--- config.mk ---
export PLATFORM = sky130hd
export DESIGN_NAME = cbit_entry_ram
export DESIGN_NICKNAME = d
export VERILOG_FILES = /design/src/hdl/cbit_pkg.sv /design/src/hdl/cbit_entry_ram.sv
export SDC_FILE = /design/constraint.sdc
export NUM_CORES = 2
export LEC_CHECK = 0
export BUFFER_PORTS_ARGS = -buffer_cell sky130_fd_sc_hd__buf_2
export CAP_MARGIN = 25
export CELL_PAD_IN_SITES_DETAIL_PLACEMENT = 1
export CELL_PAD_IN_SITES_GLOBAL_PLACEMENT = 1
export CORE_MARGIN = 1.5
export CORE_UTILIZATION = 55
export CTS_CLUSTER_DIAMETER = 40
export DETAILED_ROUTE_END_ITERATION = 6
export GPL_TIMING_DRIVEN = 0
export PLACE_DENSITY_LB_ADDON = 0.1
export SETUP_SLACK_MARGIN = 0.2
export SLEW_MARGIN = 20
export SYNTH_ARGS = -nofsm -noshare
export SYNTH_HDL_FRONTEND = slang
export SYNTH_SLANG_ARGS = --single-unit
--- constraint.sdc ---
create_clock -name i_clk -period 6.55 [get_ports i_clk]
set_clock_uncertainty 0.15 [all_clocks]
set_input_delay 0.3275 -clock i_clk [delete_from_list [all_inputs] [get_ports i_clk]]
set_output_delay 0.3275 -clock i_clk [all_outputs]
set_load 0.1 [all_outputs]
--- src/hdl/cbit_pkg.sv ---
// Shared constants, codes and types for the counted block index table.
// No dependencies; imported by every module in this folder.
package cbit_pkg;

    localparam int MAX_BLOCKS = 64;
    localparam int IDX_W      = $clog2(MAX_BLOCKS);
    localparam int CNT_W      = $clog2(MAX_BLOCKS + 1);
    localparam int DATA_W     = 32;
    localparam int LIMIT_W    = 7;
    localparam int ACT_W      = 2;
    localparam int ST_W       = 2;
    localparam int POS_W      = 6;

    localparam logic [LIMIT_W-1:0] LIMIT_RESET = 7'd64;

    typedef enum logic [ACT_W-1:0] {
        ACT_INSERT = 2'd0,
        ACT_LOCATE = 2'd1,
        ACT_SET    = 2'd2,
        ACT_ALLOC  = 2'd3
    } t_action;

    typedef enum logic [ST_W-1:0] {
        ST_OK       = 2'd0,
        ST_FULL     = 2'd1,
        ST_RANGE    = 2'd2,
        ST_NOTFOUND = 2'd3
    } t_status;

    typedef struct packed {
        logic [DATA_W-1:0] count;
        logic [DATA_W-1:0] address;
    } t_entry;

    typedef struct packed {
        logic             en;
        logic [IDX_W-1:0] addr;
        t_entry           data;
    } t_ram_wr;

endpackage

--- src/hdl/cbit_entry_ram.sv ---
// Entry store: one write port, one registered read port.
// Depends on cbit_pkg for depth and entry layout.
module cbit_entry_ram (
    input  logic                        i_clk,
    input  cbit_pkg::t_ram_wr           i_wr,
    input  logic [cbit_pkg::IDX_W-1:0]  i_raddr,
    output cbit_pkg::t_entry            o_rdata
);
    import cbit_pkg::*;

    t_entry r_mem [MAX_BLOCKS];
    t_entry r_rdata;

    always_ff @(posedge i_clk) begin
        if (i_wr.en) begin
            r_mem[i_wr.addr] <= i_wr.data;
        end
        r_rdata <= r_mem[i_raddr];
    end

    assign o_rdata = r_rdata;

endmodule

# Word level (Yosys, flattened, before mapping)
# Memory sizes are Yosys's and may differ from the RTL's. A register that Yosys moved wholly into a read port is not among the register bits.
# Cells that the tools add are included.
# word_totals
ff_bits,0
memories,1
output_inout_bits,64
input_bits,78
word_cells,3
mem_bits_rw,4096
# memory_table
memory,depth,width,rd,rd_clocked_by_memory_dff,write_ports,line_no,source
r_mem,64,64,1,1,1,cbit_entry_ram.sv:11,t_entry r_mem [MAX_BLOCKS];
# classes
mux,2
# ops
cell,n
two-way mux 1 bit,2

# Depth between registers and ports, before layout
# depth
depth_word,2
ltp_mapped,9
ltp_nobuf,5

# Worst setup path after synthesis
# Ideal clock, no wire load.
# synth_timing
path_kind,input to register
startpoint,in i_wr[67] (netlist name)
endpoint,mem r_mem[48][0] (netlist name) (enable)
path_slack_ns,0.637
cell_stages,4
arrival_ns,5.199
path_cell_list,clkbuf_1 nor2b_1 nand4b_1 nor3_1
# synth_rtl
item,line_no,source
"start, declared",cbit_entry_ram.sv:5,"input cbit_pkg::t_ram_wr i_wr,"
"end, declared",cbit_entry_ram.sv:11,
# Straight into the memory's write port.

==> results.sh <==
export IMPL_clockBufferDepth=4
export IMPL_cts_sinks=4160
export IMPL_p_leak_nw=60.0
export IMPL_io_pins=142
export IMPL_grt_pass1_wl_um=666000
export IMPL_drc=0
export IMPL_dieHeight_um=536
export IMPL_synthCells=6598
export IMPL_cts_resized_gates=0
export IMPL_arrival_ps=4620
export IMPL_hold_depth=2
export IMPL_final_cell_area_um2=188000
export IMPL_r2r_end="o_rdata[39]$_DFF_P_"
export IMPL_initial_core_util=0.553
export IMPL_vias=80858
export IMPL_required_ps=7220
export IMPL_min_period_ps=3950
export IMPL_syn_to_final_growth_pct=20.2
export IMPL_wl_met3_um=51600
export IMPL_numPortBuffers=133
export IMPL_cts_tree="built"
export IMPL_worst_pin_slew_ps=1160
export IMPL_rsz0062_at_grt="false"
export IMPL_timing_fmax_ghz=0.253
export IMPL_drive_gt1_frac=0.328
export IMPL_slew_headroom=0.221
export IMPL_setup_violations=0
export IMPL_hold_buffers=71
export IMPL_rows=195
export IMPL_reg2reg_from="r_mem[55][39]$_DFFE_PP_"
export IMPL_antenna_found_initial=49
export IMPL_drt_iter0_markers=12133
export IMPL_gp_congestion=0.823
export IMPL_n_fill_cell=21548
export IMPL_irDropWorstVdd_uv=295
export IMPL_place_area_um2=168000
export IMPL_nets=7736
export IMPL_grt_usage=0.337
export IMPL_cap_violations=0
export IMPL_reg2reg_slack_ps=3550
export IMPL_grt_max_degree=65
export IMPL_synthTopCellsByArea="edfxtp_1 79%, mux4_2 15%, mux2i_1 0.86%"
export IMPL_wl_met2_um=228000
export IMPL_cts_made_buffers=543
export IMPL_synth_area_per_cell_um2=23.7
export IMPL_yosysTopAreaCell="edfxtp_1"
export IMPL_core_area_um2=283000
export IMPL_clk_insertion_delay_late_ps=1040
export IMPL_maxUsedRoutingLayer="met5"
export IMPL_ys_seq_area_frac=0.795
export IMPL_hold_violations=0
export IMPL_final_cells=11890
export IMPL_period_share=0.603
export IMPL_cp_end_kind="register"
export IMPL_yosysTopAreaCellShare=0.787
export IMPL_powerDensity_nw_per_um2=337
export IMPL_hp_class="in2reg"
export IMPL_via_per_inst=6.80
export IMPL_dp_cells=10776
export IMPL_drtAntennaViolNets=0
export IMPL_tns_ps=0
export IMPL_ys_warn_count=0
export IMPL_die_w_um=536
export IMPL_r2r_cells=5
export IMPL_synth_ff_type="edfxtp_1"
export IMPL_synth_cell_types=33
export IMPL_outcome="finished, final reports clean"
export IMPL_cp_start_kind="input port"
export IMPL_synth_edf_count=4096
export IMPL_async_flop_share=0
export IMPL_hold_path_end="r_mem[61][1]$_DFFE_PP_"
export IMPL_postCtsSetupRepairBufs=0
export IMPL_hpwlAfterDp_um=311000
export IMPL_die_area_um2=287000
export IMPL_ys_ff_latch=4160
export IMPL_drt_pass1_iter_count=5
export IMPL_wl_met1_um=177000
export IMPL_syn_cell_area_um2=156000
export IMPL_cts_root_buf="clkbuf_16"
export IMPL_critical_path_class="in2reg"
export IMPL_drv_slew=0
export IMPL_htreeDepth=6
export IMPL_min_from="i_wr[1]"
export IMPL_wl_per_cell_um=40.3
export IMPL_path_clk_slew_ps=60
export IMPL_synth_fp_nets=6676
export IMPL_drt_total_wl_um=480000
export IMPL_grt_overflow=0
export IMPL_grt_pass1_vias=84643
export IMPL_cp_max_fo=10
## cells in the mapped netlist (all sizes together), types with 3 or more instances
| cell type | n |
|---|---|
| or2 | 28 |
| mux2i | 135 |
| nor2 | 112 |
| and2 | 3 |
| or3 | 29 |
| dfxtp | 64 |
| edfxtp | 4096 |
| nand2b | 11 |
| nor2b | 28 |
| a41oi | 26 |
| o22ai | 83 |
| a2bb2oi | 19 |
| a22oi | 168 |
| inv | 19 |
| mux4 | 1024 |
| nand2 | 58 |
| a31oi | 18 |
| a22o | 88 |
| buf | 230 |
| a211oi | 63 |
| nand3 | 45 |
| clkbuf | 140 |
| o221ai | 38 |
| and3 | 64 |
## stage by stage
step	setup WS, ps	utilization	hold WS [ps]	total power [W]
2_1_floorplan	637	-	276	0.0319
3_3_place_gp	-5940	0.572	729	0.0333
3_5_place_dp	1800	0.596	632	0.0335
4_1_cts	2910	0.664	86.6	0.0635
5_1_grt	2880	0.665	157	0.0645
6_report	2600	0.665	151	0.0633
## cells in the final DEF, fill, tap and decap left out, types with 16 or more instances in the layout
master         instances
nor2b_1               28
a31oi_1               16
nand2_1               58
dfxtp_1               64
clkbuf_16            556
buf_1                 19
a211oi_1              63
clkinv_4              33
clkinvlp_4            65
edfxtp_1            4096
clkinv_2              76
diode_2               43
or2_2                 28
buf_16                74
o221ai_1              38
a41oi_1               21
or3_1                 29
clkbuf_1             185
clkinv_1              71
a22oi_1              168
bufinv_16             64
mux2i_1              135
mux4_2              1024
buf_2                262
a2bb2oi_1             19
nor2_1                48
buf_4                110
nor2_4                62
nand3_1               45
inv_1                 19
o22ai_1               77
inv_6                 37
dlygate4sd3_1         71
a22o_1                88
buf_12               193
and3_1                64
## critical path, cell delays in order
cell and delay (ps):
buf_2 300, buf_4 340, buf_2 550, buf_2 660
buf_4 370, mux2i_1 110, o22ai_1 660, a31oi_1 350
a211oi_1 870
## how the worst max path moves through the flow
stage	startpoint	slack, ps	cells past startpoint	end
after CTS	i_raddr[2]	2910	9	o_rdata[7]$_DFF_P_
after floorplan	i_wr[67]	640	4	r_mem[48][0]$_DFFE_PP_
final	i_raddr[2]	2600	9	o_rdata[7]$_DFF_P_
after detailed placement	i_raddr[2]	1800	9	o_rdata[7]$_DFF_P_
after global routing	i_raddr[2]	2880	9	o_rdata[6]$_DFF_P_
after global placement	i_wr[67]	-5940	4	r_mem[48][36]$_DFFE_PP_
## registers in the layout, indices dropped and copies added, names as in the netlist
register  flops
r_mem      4096
o_rdata      64
## power by group
part	total, W	leakage, nW	switching, W	internal [W]
Sequential	0.0296	37.4	0.0000694	0.0295
Clock	0.0302	8.83	0.0120	0.0183
Combinational	0.00354	13.8	0.00249	0.00104
Total	0.0633	60.0	0.0145	0.0488
## cell type report
class                           instances  area [µm²]  area share
Sequential cell                      4160      124000       0.661
Multi-Input combinational cell       2049       30800       0.164
Clock buffer                          610       14100      0.0751
Timing Repair Buffer                  515        7750      0.0413
Tap cell                             3743        4680      0.0249
Clock inverter                        381        4310      0.0229
Buffer                                370        1790     0.00951
Antenna cell                           43         108    0.000573
Inverter                               19        71.3    0.000380
## cells by family after synthesis
kind of cell / share of synthesized area
buffers and inverters: 0.0118
flip-flops: 0.795
AND/OR/NAND/NOR: 0.0124
AO/OA/AOI/OAI: 0.0248
multiplexers: 0.156
## metal layers
layer  vias to the layer above  GRT usage
met4                        12      0.152
met3                      1039     0.0784
li1                      30868          -
met5                         -          0
met1                     43577      0.461
met2                      5362      0.525
Power figures use the tool's default switching activity.
