$ cat config.mk
export PLATFORM = sky130hd
export DESIGN_NAME = cbit_sub_unit
export DESIGN_NICKNAME = d
export VERILOG_FILES = /design/src/hdl/cbit_pkg.sv /design/src/hdl/cbit_sub_unit.sv
export SDC_FILE = /design/constraint.sdc
export NUM_CORES = 1
export LEC_CHECK = 0
export BUFFER_PORTS_ARGS = -buffer_cell sky130_fd_sc_hd__buf_2
export CORE_MARGIN = 2
export CORE_UTILIZATION = 45
export DETAILED_ROUTE_END_ITERATION = 8
export PLACE_DENSITY = 0.89
export SKIP_LAST_GASP = 1
export SYNTH_ARGS = -nofsm -noshare
export SYNTH_HDL_FRONTEND = slang
export SYNTH_SLANG_ARGS = --single-unit
$ cat constraint.sdc
create_clock -name vclk -period 5.35
set_clock_uncertainty 0.1 [all_clocks]
set_input_delay 0.535 -clock vclk [all_inputs]
set_output_delay 0.535 -clock vclk [all_outputs]
set_load 0.005 [all_outputs]
$ cat src/hdl/cbit_pkg.sv
// Shared constants, codes and types for the counted block index table.
// No dependencies; imported by every module in this folder.
package cbit_pkg;

    localparam int MAX_BLOCKS = 64;
    localparam int IDX_W      = $clog2(MAX_BLOCKS);
    localparam int CNT_W      = $clog2(MAX_BLOCKS + 1);
    localparam int DATA_W     = 32;
    localparam int LIMIT_W    = 7;
    localparam int ACT_W      = 2;
    localparam int ST_W       = 2;
    localparam int POS_W      = 6;

    localparam logic [LIMIT_W-1:0] LIMIT_RESET = 7'd64;

    typedef enum logic [ACT_W-1:0] {
        ACT_INSERT = 2'd0,
        ACT_LOCATE = 2'd1,
        ACT_SET    = 2'd2,
        ACT_ALLOC  = 2'd3
    } t_action;

    typedef enum logic [ST_W-1:0] {
        ST_OK       = 2'd0,
        ST_FULL     = 2'd1,
        ST_RANGE    = 2'd2,
        ST_NOTFOUND = 2'd3
    } t_status;

    typedef struct packed {
        logic [DATA_W-1:0] count;
        logic [DATA_W-1:0] address;
    } t_entry;

    typedef struct packed {
        logic             en;
        logic [IDX_W-1:0] addr;
        t_entry           data;
    } t_ram_wr;

endpackage

$ cat src/hdl/cbit_sub_unit.sv
// Subtract/compare unit used by the locate walk.
// Depends on cbit_pkg for the data width.
module cbit_sub_unit (
    input  logic [cbit_pkg::DATA_W-1:0] i_a,
    input  logic [cbit_pkg::DATA_W-1:0] i_b,
    output logic [cbit_pkg::DATA_W-1:0] o_diff,
    output logic                        o_borrow
);
    import cbit_pkg::*;

    logic [DATA_W:0] diff_ext;

    assign diff_ext = {1'b0, i_a} - {1'b0, i_b};
    assign o_diff   = diff_ext[DATA_W-1:0];
    assign o_borrow = diff_ext[DATA_W];

endmodule

**Yosys cells after proc, flatten, opt, wreduce, memory -nomap -nowiden**

Cells that the tools add are included.

- Output and inout bits: 33
- Input bits: 64
- Bits in registers: 0

- Add/sub/neg operators: 1

Operators by type and width:

| kind | count |
|---|---|
| $sub A32 B32 Y33 | 1 |

**Depth between registers and ports, before layout**

Gate-level depths: netlist (run 1).

- Depth after elaboration: 1
- Mapped depth: 10

**Worst setup path after synthesis (run 1)**

No wires, ideal clock.

- Kind: input-to-output
- From: in i_a[0] (netlist name)
- To: out o_diff[30] (netlist name)
- Buffers on the path: 0
- Stages on the path: 10
- Arrival time: 2384 ps
- Slack: 2331 ps
- Data required time: 4715 ps
- Cells stage by stage: inv_1 -> ha_1 -> fa_1 -> nor2b_1 -> o2111a_1 -> o21ai_1 -> a21oi_2 -> a21oi_1 -> o31ai_1 -> xor2_1

- Longest elaborated chain between the ends: 1

RTL lines:

| item | RTL line | source |
|---|---|---|
| start: declaration | cbit_sub_unit.sv:4 | `input logic [cbit_pkg::DATA_W-1:0] i_a,` |
| $sub A32 B32 Y33 | cbit_sub_unit.sv:13 | `assign diff_ext = {1'b0, i_a} - {1'b0, i_b};` |
| end: declaration | cbit_sub_unit.sv:6 | `output logic [cbit_pkg::DATA_W-1:0] o_diff,` |

Every way passes these cells.

**Final worst setup path (run 1)**

Same ends and word-level chain as after synthesis.

==> qor.txt, run 1 <==
Vias in the first global route: 1998
Grt ovf: 0
Crit path kind: in2out
Unrepaired setup endpoints after global routing: no
LEAKAGE: 1.35 nW
Layout cells sized above 1: 0.299
Vias: 2251
# hold bufs at CTS: 0
Final Hold Vio Count: 0
Post-route ant nets: 0
Pin count of the biggest net entering global routing: 10
FF/Latch Area: 0 um^2
Gates resized, CTS repair: 0
Final net count: 460
Post-CTS Setup Bufs: 0
Final setup violating endpoints: 0
Tot GR Track Use: 0.203
Post-Synthesis Cells: 276
Worst hold path type: in2out
Worst setup EP type: output port
Antenna violations before repair: 0
Sequential cells: 0
# rows: 23
Inst Count DP: 411
Overall Power: 0.313 mW
Count of cell types in the netlist: 51
CP Data Arrival Time: 2.80 ns
Mapped Nets: 373
Setup TNS Final: 0 ns
Filler cells: 397
Req. time, crit path: 4.72 ns
RD Place Congestion: 0.960
DR DRC count: 0
Slew HR: 0.741
DRT Pass-1 Iters: 4
Fmax: 0.291 GHz
Layout Cells excl Fill: 411
Vias/cell: 5.48
Final min period: 3.43 ns
IO buf count: 97
Core area: 0.00403 mm^2
Synthesized area per cell: 6.85 um^2
Power per Cell Area: 131 mW/mm^2
Die width: 68.8 um
Initial detailed-routing violation count: 84
Synthesized area: 0.00189 mm^2
YS warnings: 0
Die height: 68.8 um
Detail Placement HPWL: 4.30 mm
Worst-path maximum fanout: 4
Worst-Margin Slew: 0.385 ns
Status: finished, final reports clean
Area growth syn-to-layout: 26.3%
Antenna diodes: 0
Die area: 0.00474 mm^2
Final Cycle Share: 0.642
Starting Density: 0.469
Routed len/inst: 12.1 um
Slew Limit Fails: 0
Crit start category: input pin
First-pass GRT wire length: 7.88 mm
Final WL: 4.98 mm
Clkbuf count: 0
Maximum VDD drop: 0.0000729 V
Register area share after synthesis: 0
IO Pins: 97
Max Cap Violations: 0
path summary, 6_finish.rpt:
path                  slack, ns  cells after the start    from    endpoint
worst max-delay path       1.92                     12  i_a[0]  o_diff[30]
worst min-delay path       1.30                      4  i_b[0]   o_diff[0]
worst max-delay path: stages:
cell      delay, ns
buf_2          0.08
inv_1          0.03
ha_1           0.22
fa_1           0.43
nor2b_1        0.18
o2111a_1       0.23
o21ai_1        0.09
a21oi_2        0.22
a21oi_1        0.13
o31ai_1        0.33
xor2_1         0.18
buf_2          0.14
cells in the mapped netlist (3+ instances only):
cell type  instances  area [um^2]
o21ai_0           14         70.1
buf_2              5         25.0
xnor2_1           15          131
nand4_1            6         37.5
xor2_1            14          123
nor3_1             4         20.0
a31oi_1            5         31.3
ha_1              32          400
nand3_1            8         40.0
clkbuf_1           7         26.3
inv_1             40          150
a21o_1            15          113
o21a_1             6         45.0
nor2b_1            3         18.8
nand2_1           21         78.8
a21oi_1           22          110
a211oi_1           6         45.0
nor2_1            12         45.0
layout make-up:
cell class,count,area (um^2),area share
multi-input cells,224,1690,0.708
repair buffers,97,485,0.203
inverters,40,150,0.0629
well taps,50,62.6,0.0262
through the flow:
| step | hold WS, ns | util | setup slack [ns] | cell area [um^2] |
|---|---|---|---|---|
| 2_1_floorplan | 1.10 | - | 2.33 | 1890 |
| 3_3_place_gp | 1.29 | 0.593 | 1.99 | 2390 |
| 3_5_place_dp | 1.30 | 0.593 | 1.96 | 2390 |
| 4_1_cts | 1.30 | 0.593 | 1.95 | 2390 |
| 5_1_grt | 1.33 | 0.593 | 1.73 | 2390 |
| 6_report | 1.30 | 0.593 | 1.92 | 2390 |
placed cells by master (no fill, tap or decap), drive strengths merged, types with 2 or more instances in the layout:
cell type | Yosys | final
xnor2 | 15 | 15
buf | 5 | 97
o2111ai | 2 | 2
o21a | 6 | 6
a21oi | 23 | 23
a41oi | 3 | 3
o31ai | 2 | 2
xor2 | 14 | 14
nor2 | 12 | 12
nand3 | 8 | 8
a21boi | 3 | 3
nor2b | 4 | 4
o211ai | 2 | 2
a31oi | 5 | 5
a21o | 15 | 15
a211oi | 7 | 7
o21bai | 2 | 2
nor3 | 4 | 4
nand2 | 21 | 21
nand4 | 6 | 6
o21ai | 16 | 16
ha | 32 | 32
inv | 40 | 40
and2 | 2 | 2
and3 | 2 | 2
metal layers:
layer | part of all wire | vias up | GRT usage
met5 | 0 | - | 0
met4 | 0.0066 | 0 | 0.0172
met3 | 0.078 | 4 | 0.00649
met2 | 0.50 | 87 | 0.406
met1 | 0.42 | 997 | 0.246
li1 | - | 1163 | -
kinds of logic after synthesis:
logic type               after synthesis  synth area share
adder cells (fa/ha/maj)               33             0.222
XOR/XNOR                              29             0.134
buffers and inverters                 52             0.107
AND/OR/NAND/NOR                       65             0.170
AO/OA/AOI/OAI                         97             0.367
where the power goes:
part           leakage (nW)  switching [mW]  internal [mW]
registers                 0               0              0
logic                  1.35           0.166          0.148
clock network             0               0              0
total                  1.35           0.166          0.148
Note: power is estimated with default switching activity, not from simulation.
==> run 2, diff against run 1 <==
- clock period: 5.35 -> 3.2 ns (I/O delays scaled with it)
==> run 2 against run 1 <==
  * First-iteration DRC count is 8.3% higher
  * Combinational power is 68% higher
  * Cell count is 0.49% higher
  * Wire length is 1.5% higher
==> qor.txt, run 2 (synthesized netlist as in run 1, its figures left out) <==
Status: finished, final reports clean
Commonest cells after routing, fill and taps aside: buf_2 (97), inv_1 (40), ha_1 (32), a21oi_1 (22), nand2_1 (21)
Die height: 68.8 um (unchanged)
Clkbuf count: 0 (unchanged)
Maximum VDD drop: 0.0000985 V (+35%)
Multi-input logic area: 0.00169 mm^2 (unchanged)
Detail Placement HPWL: 4.37 mm (+1.6%)
Sequential cells: 0 (unchanged)
Post-CTS Setup Bufs: 0 (unchanged)
Gate power share: 1.000 (about the same)
Worst setup EP type: output port
DRT Pass-1 Iters: 4 (unchanged)
Worst-path maximum fanout: 3 (-1)
Unrepaired setup endpoints after global routing: no
Area growth syn-to-layout: 27.1%
Power per Cell Area: 220 mW/mm^2 (+67%)
Pin count of the biggest net entering global routing: 10 (unchanged)
Routed len/inst: 12.2 um (+1.1%)
Overall Power: 0.527 mW (+68%)
Switching share of power: 0.525 (-0.00325)
Commonest non-fill, non-tap cell in the layout: buf_2
Max Cap Violations: 0 (unchanged)
Final net count: 462 (+0.43%)
RD Place Congestion: 0.940 (-2.1%)
Die width: 68.8 um (unchanged)
Fmax: 0.334 GHz
Core area: 0.00403 mm^2 (unchanged)
Internal power: 0.250 mW (+69%)
Final Cycle Share: 0.935
CP Data Arrival Time: 2.57 ns (-0.23 ns)
Die area: 0.00474 mm^2 (unchanged)
Antenna violations before repair: 0 (unchanged)
Filler cells: 408 (+2.8%)
Final setup violating endpoints: 0 (unchanged)
Worst-Margin Slew: 0.400 ns (+0.0152 ns)
Worst hold path type: in2out
Vias: 2251 (unchanged)
DR DRC count: 0 (unchanged)
Vias/cell: 5.45 (-0.48%)
Starting Density: 0.469 (unchanged)
# hold bufs at CTS: 0 (unchanged)
FF/Latch Area: 0 um^2 (unchanged)
Gates resized, CTS repair: 0 (unchanged)
Crit start category: input pin
Hold path depth: 4 (unchanged)
Clk pwr share: 0 (unchanged)
Slew HR: 0.726 (-0.0150)
Tot GR Track Use: 0.208 (+0.00472)
Layout cells sized above 1: 0.303 (+0.00386)
Grt ovf: 0 (unchanged)
Switch Pwr: 0.277 mW (+67%)
Vias in the first global route: 1973 (-1.3%)
Initial detailed-routing violation count: 91 (+8.3%)
Final WL: 5.06 mm (+1.5%)
Worst hold margin: 0.866 ns (-0.438 ns)
Crit path kind: in2out
Final min period: 2.99 ns
# rows: 23 (unchanged)
LEAKAGE: 1.36 nW (+0.73%)
IO buf count: 97 (unchanged)
First-pass GRT wire length: 8.08 mm (+2.5%)
Post-route ant nets: 0 (unchanged)
Slew Limit Fails: 0 (unchanged)
Sequential power share: 0 (unchanged)
Antenna diodes: 0 (unchanged)
IO Pins: 97 (unchanged)
Req. time, crit path: 2.78 ns (-1.94 ns)
Final Hold Vio Count: 0 (unchanged)
Setup TNS Final: 0 ns (unchanged)
==> run 2: cell types whose count changed in the layout (fill, tap and decap cells not counted) <==
cell	previous run	this run
buf_4	0	2
==> run 2: critical path: stages <==
cell and delay [ns]:
buf_2 0.10, inv_1 0.04, ha_1 0.25, nor2b_2 0.14, o2111ai_1 0.16, a2111oi_0 0.48
nand3b_1 0.25, a41oi_2 0.20, o41ai_2 0.26, xor2_1 0.21, buf_2 0.15
==> run 2: layout make-up <==
class | count | share of cell area
tap | 50 | 0.0260
inverter | 40 | 0.0625
timing repair buffer | 99 | 0.208
multi-input combinational | 224 | 0.703
==> run 2: worst paths after layout <==
| kind | start | endpoint | slack [ns] |
|---|---|---|---|
| hold / removal | i_b[0] | o_diff[0] | 0.87 |
| setup / recovery | i_b[1] | o_diff[29] | 0.21 |
==> run 2: layer usage <==
metal	vias to the layer above	GRT usage	wire [um]
met5	-	0	0
met4	0	0.0172	42
met3	4	0.0130	392
met2	85	0.389	2400
met1	993	0.269	2220
li1	1169	-	-
==> run 2: power by group through the flow <==
stage	logic [mW]	clock network (mW)	registers, mW
after floorplan	0.338	0	0
after global placement	0.519	0	0
after detailed placement	0.524	0	0
after CTS	0.528	0	0
after global routing	0.593	0	0
final	0.527	0	0
==> run 2: through the flow <==
step                      setup slack [ns]   util  std cells  cell area, um^2
final                                0.209  0.596        413             2400
after global routing                0.0232  0.596        413             2400
after CTS                            0.209  0.596        413             2400
after detailed placement             0.221  0.596        413             2400
after global placement               0.153  0.596        413             2400
after floorplan                      0.611      -        276             1890
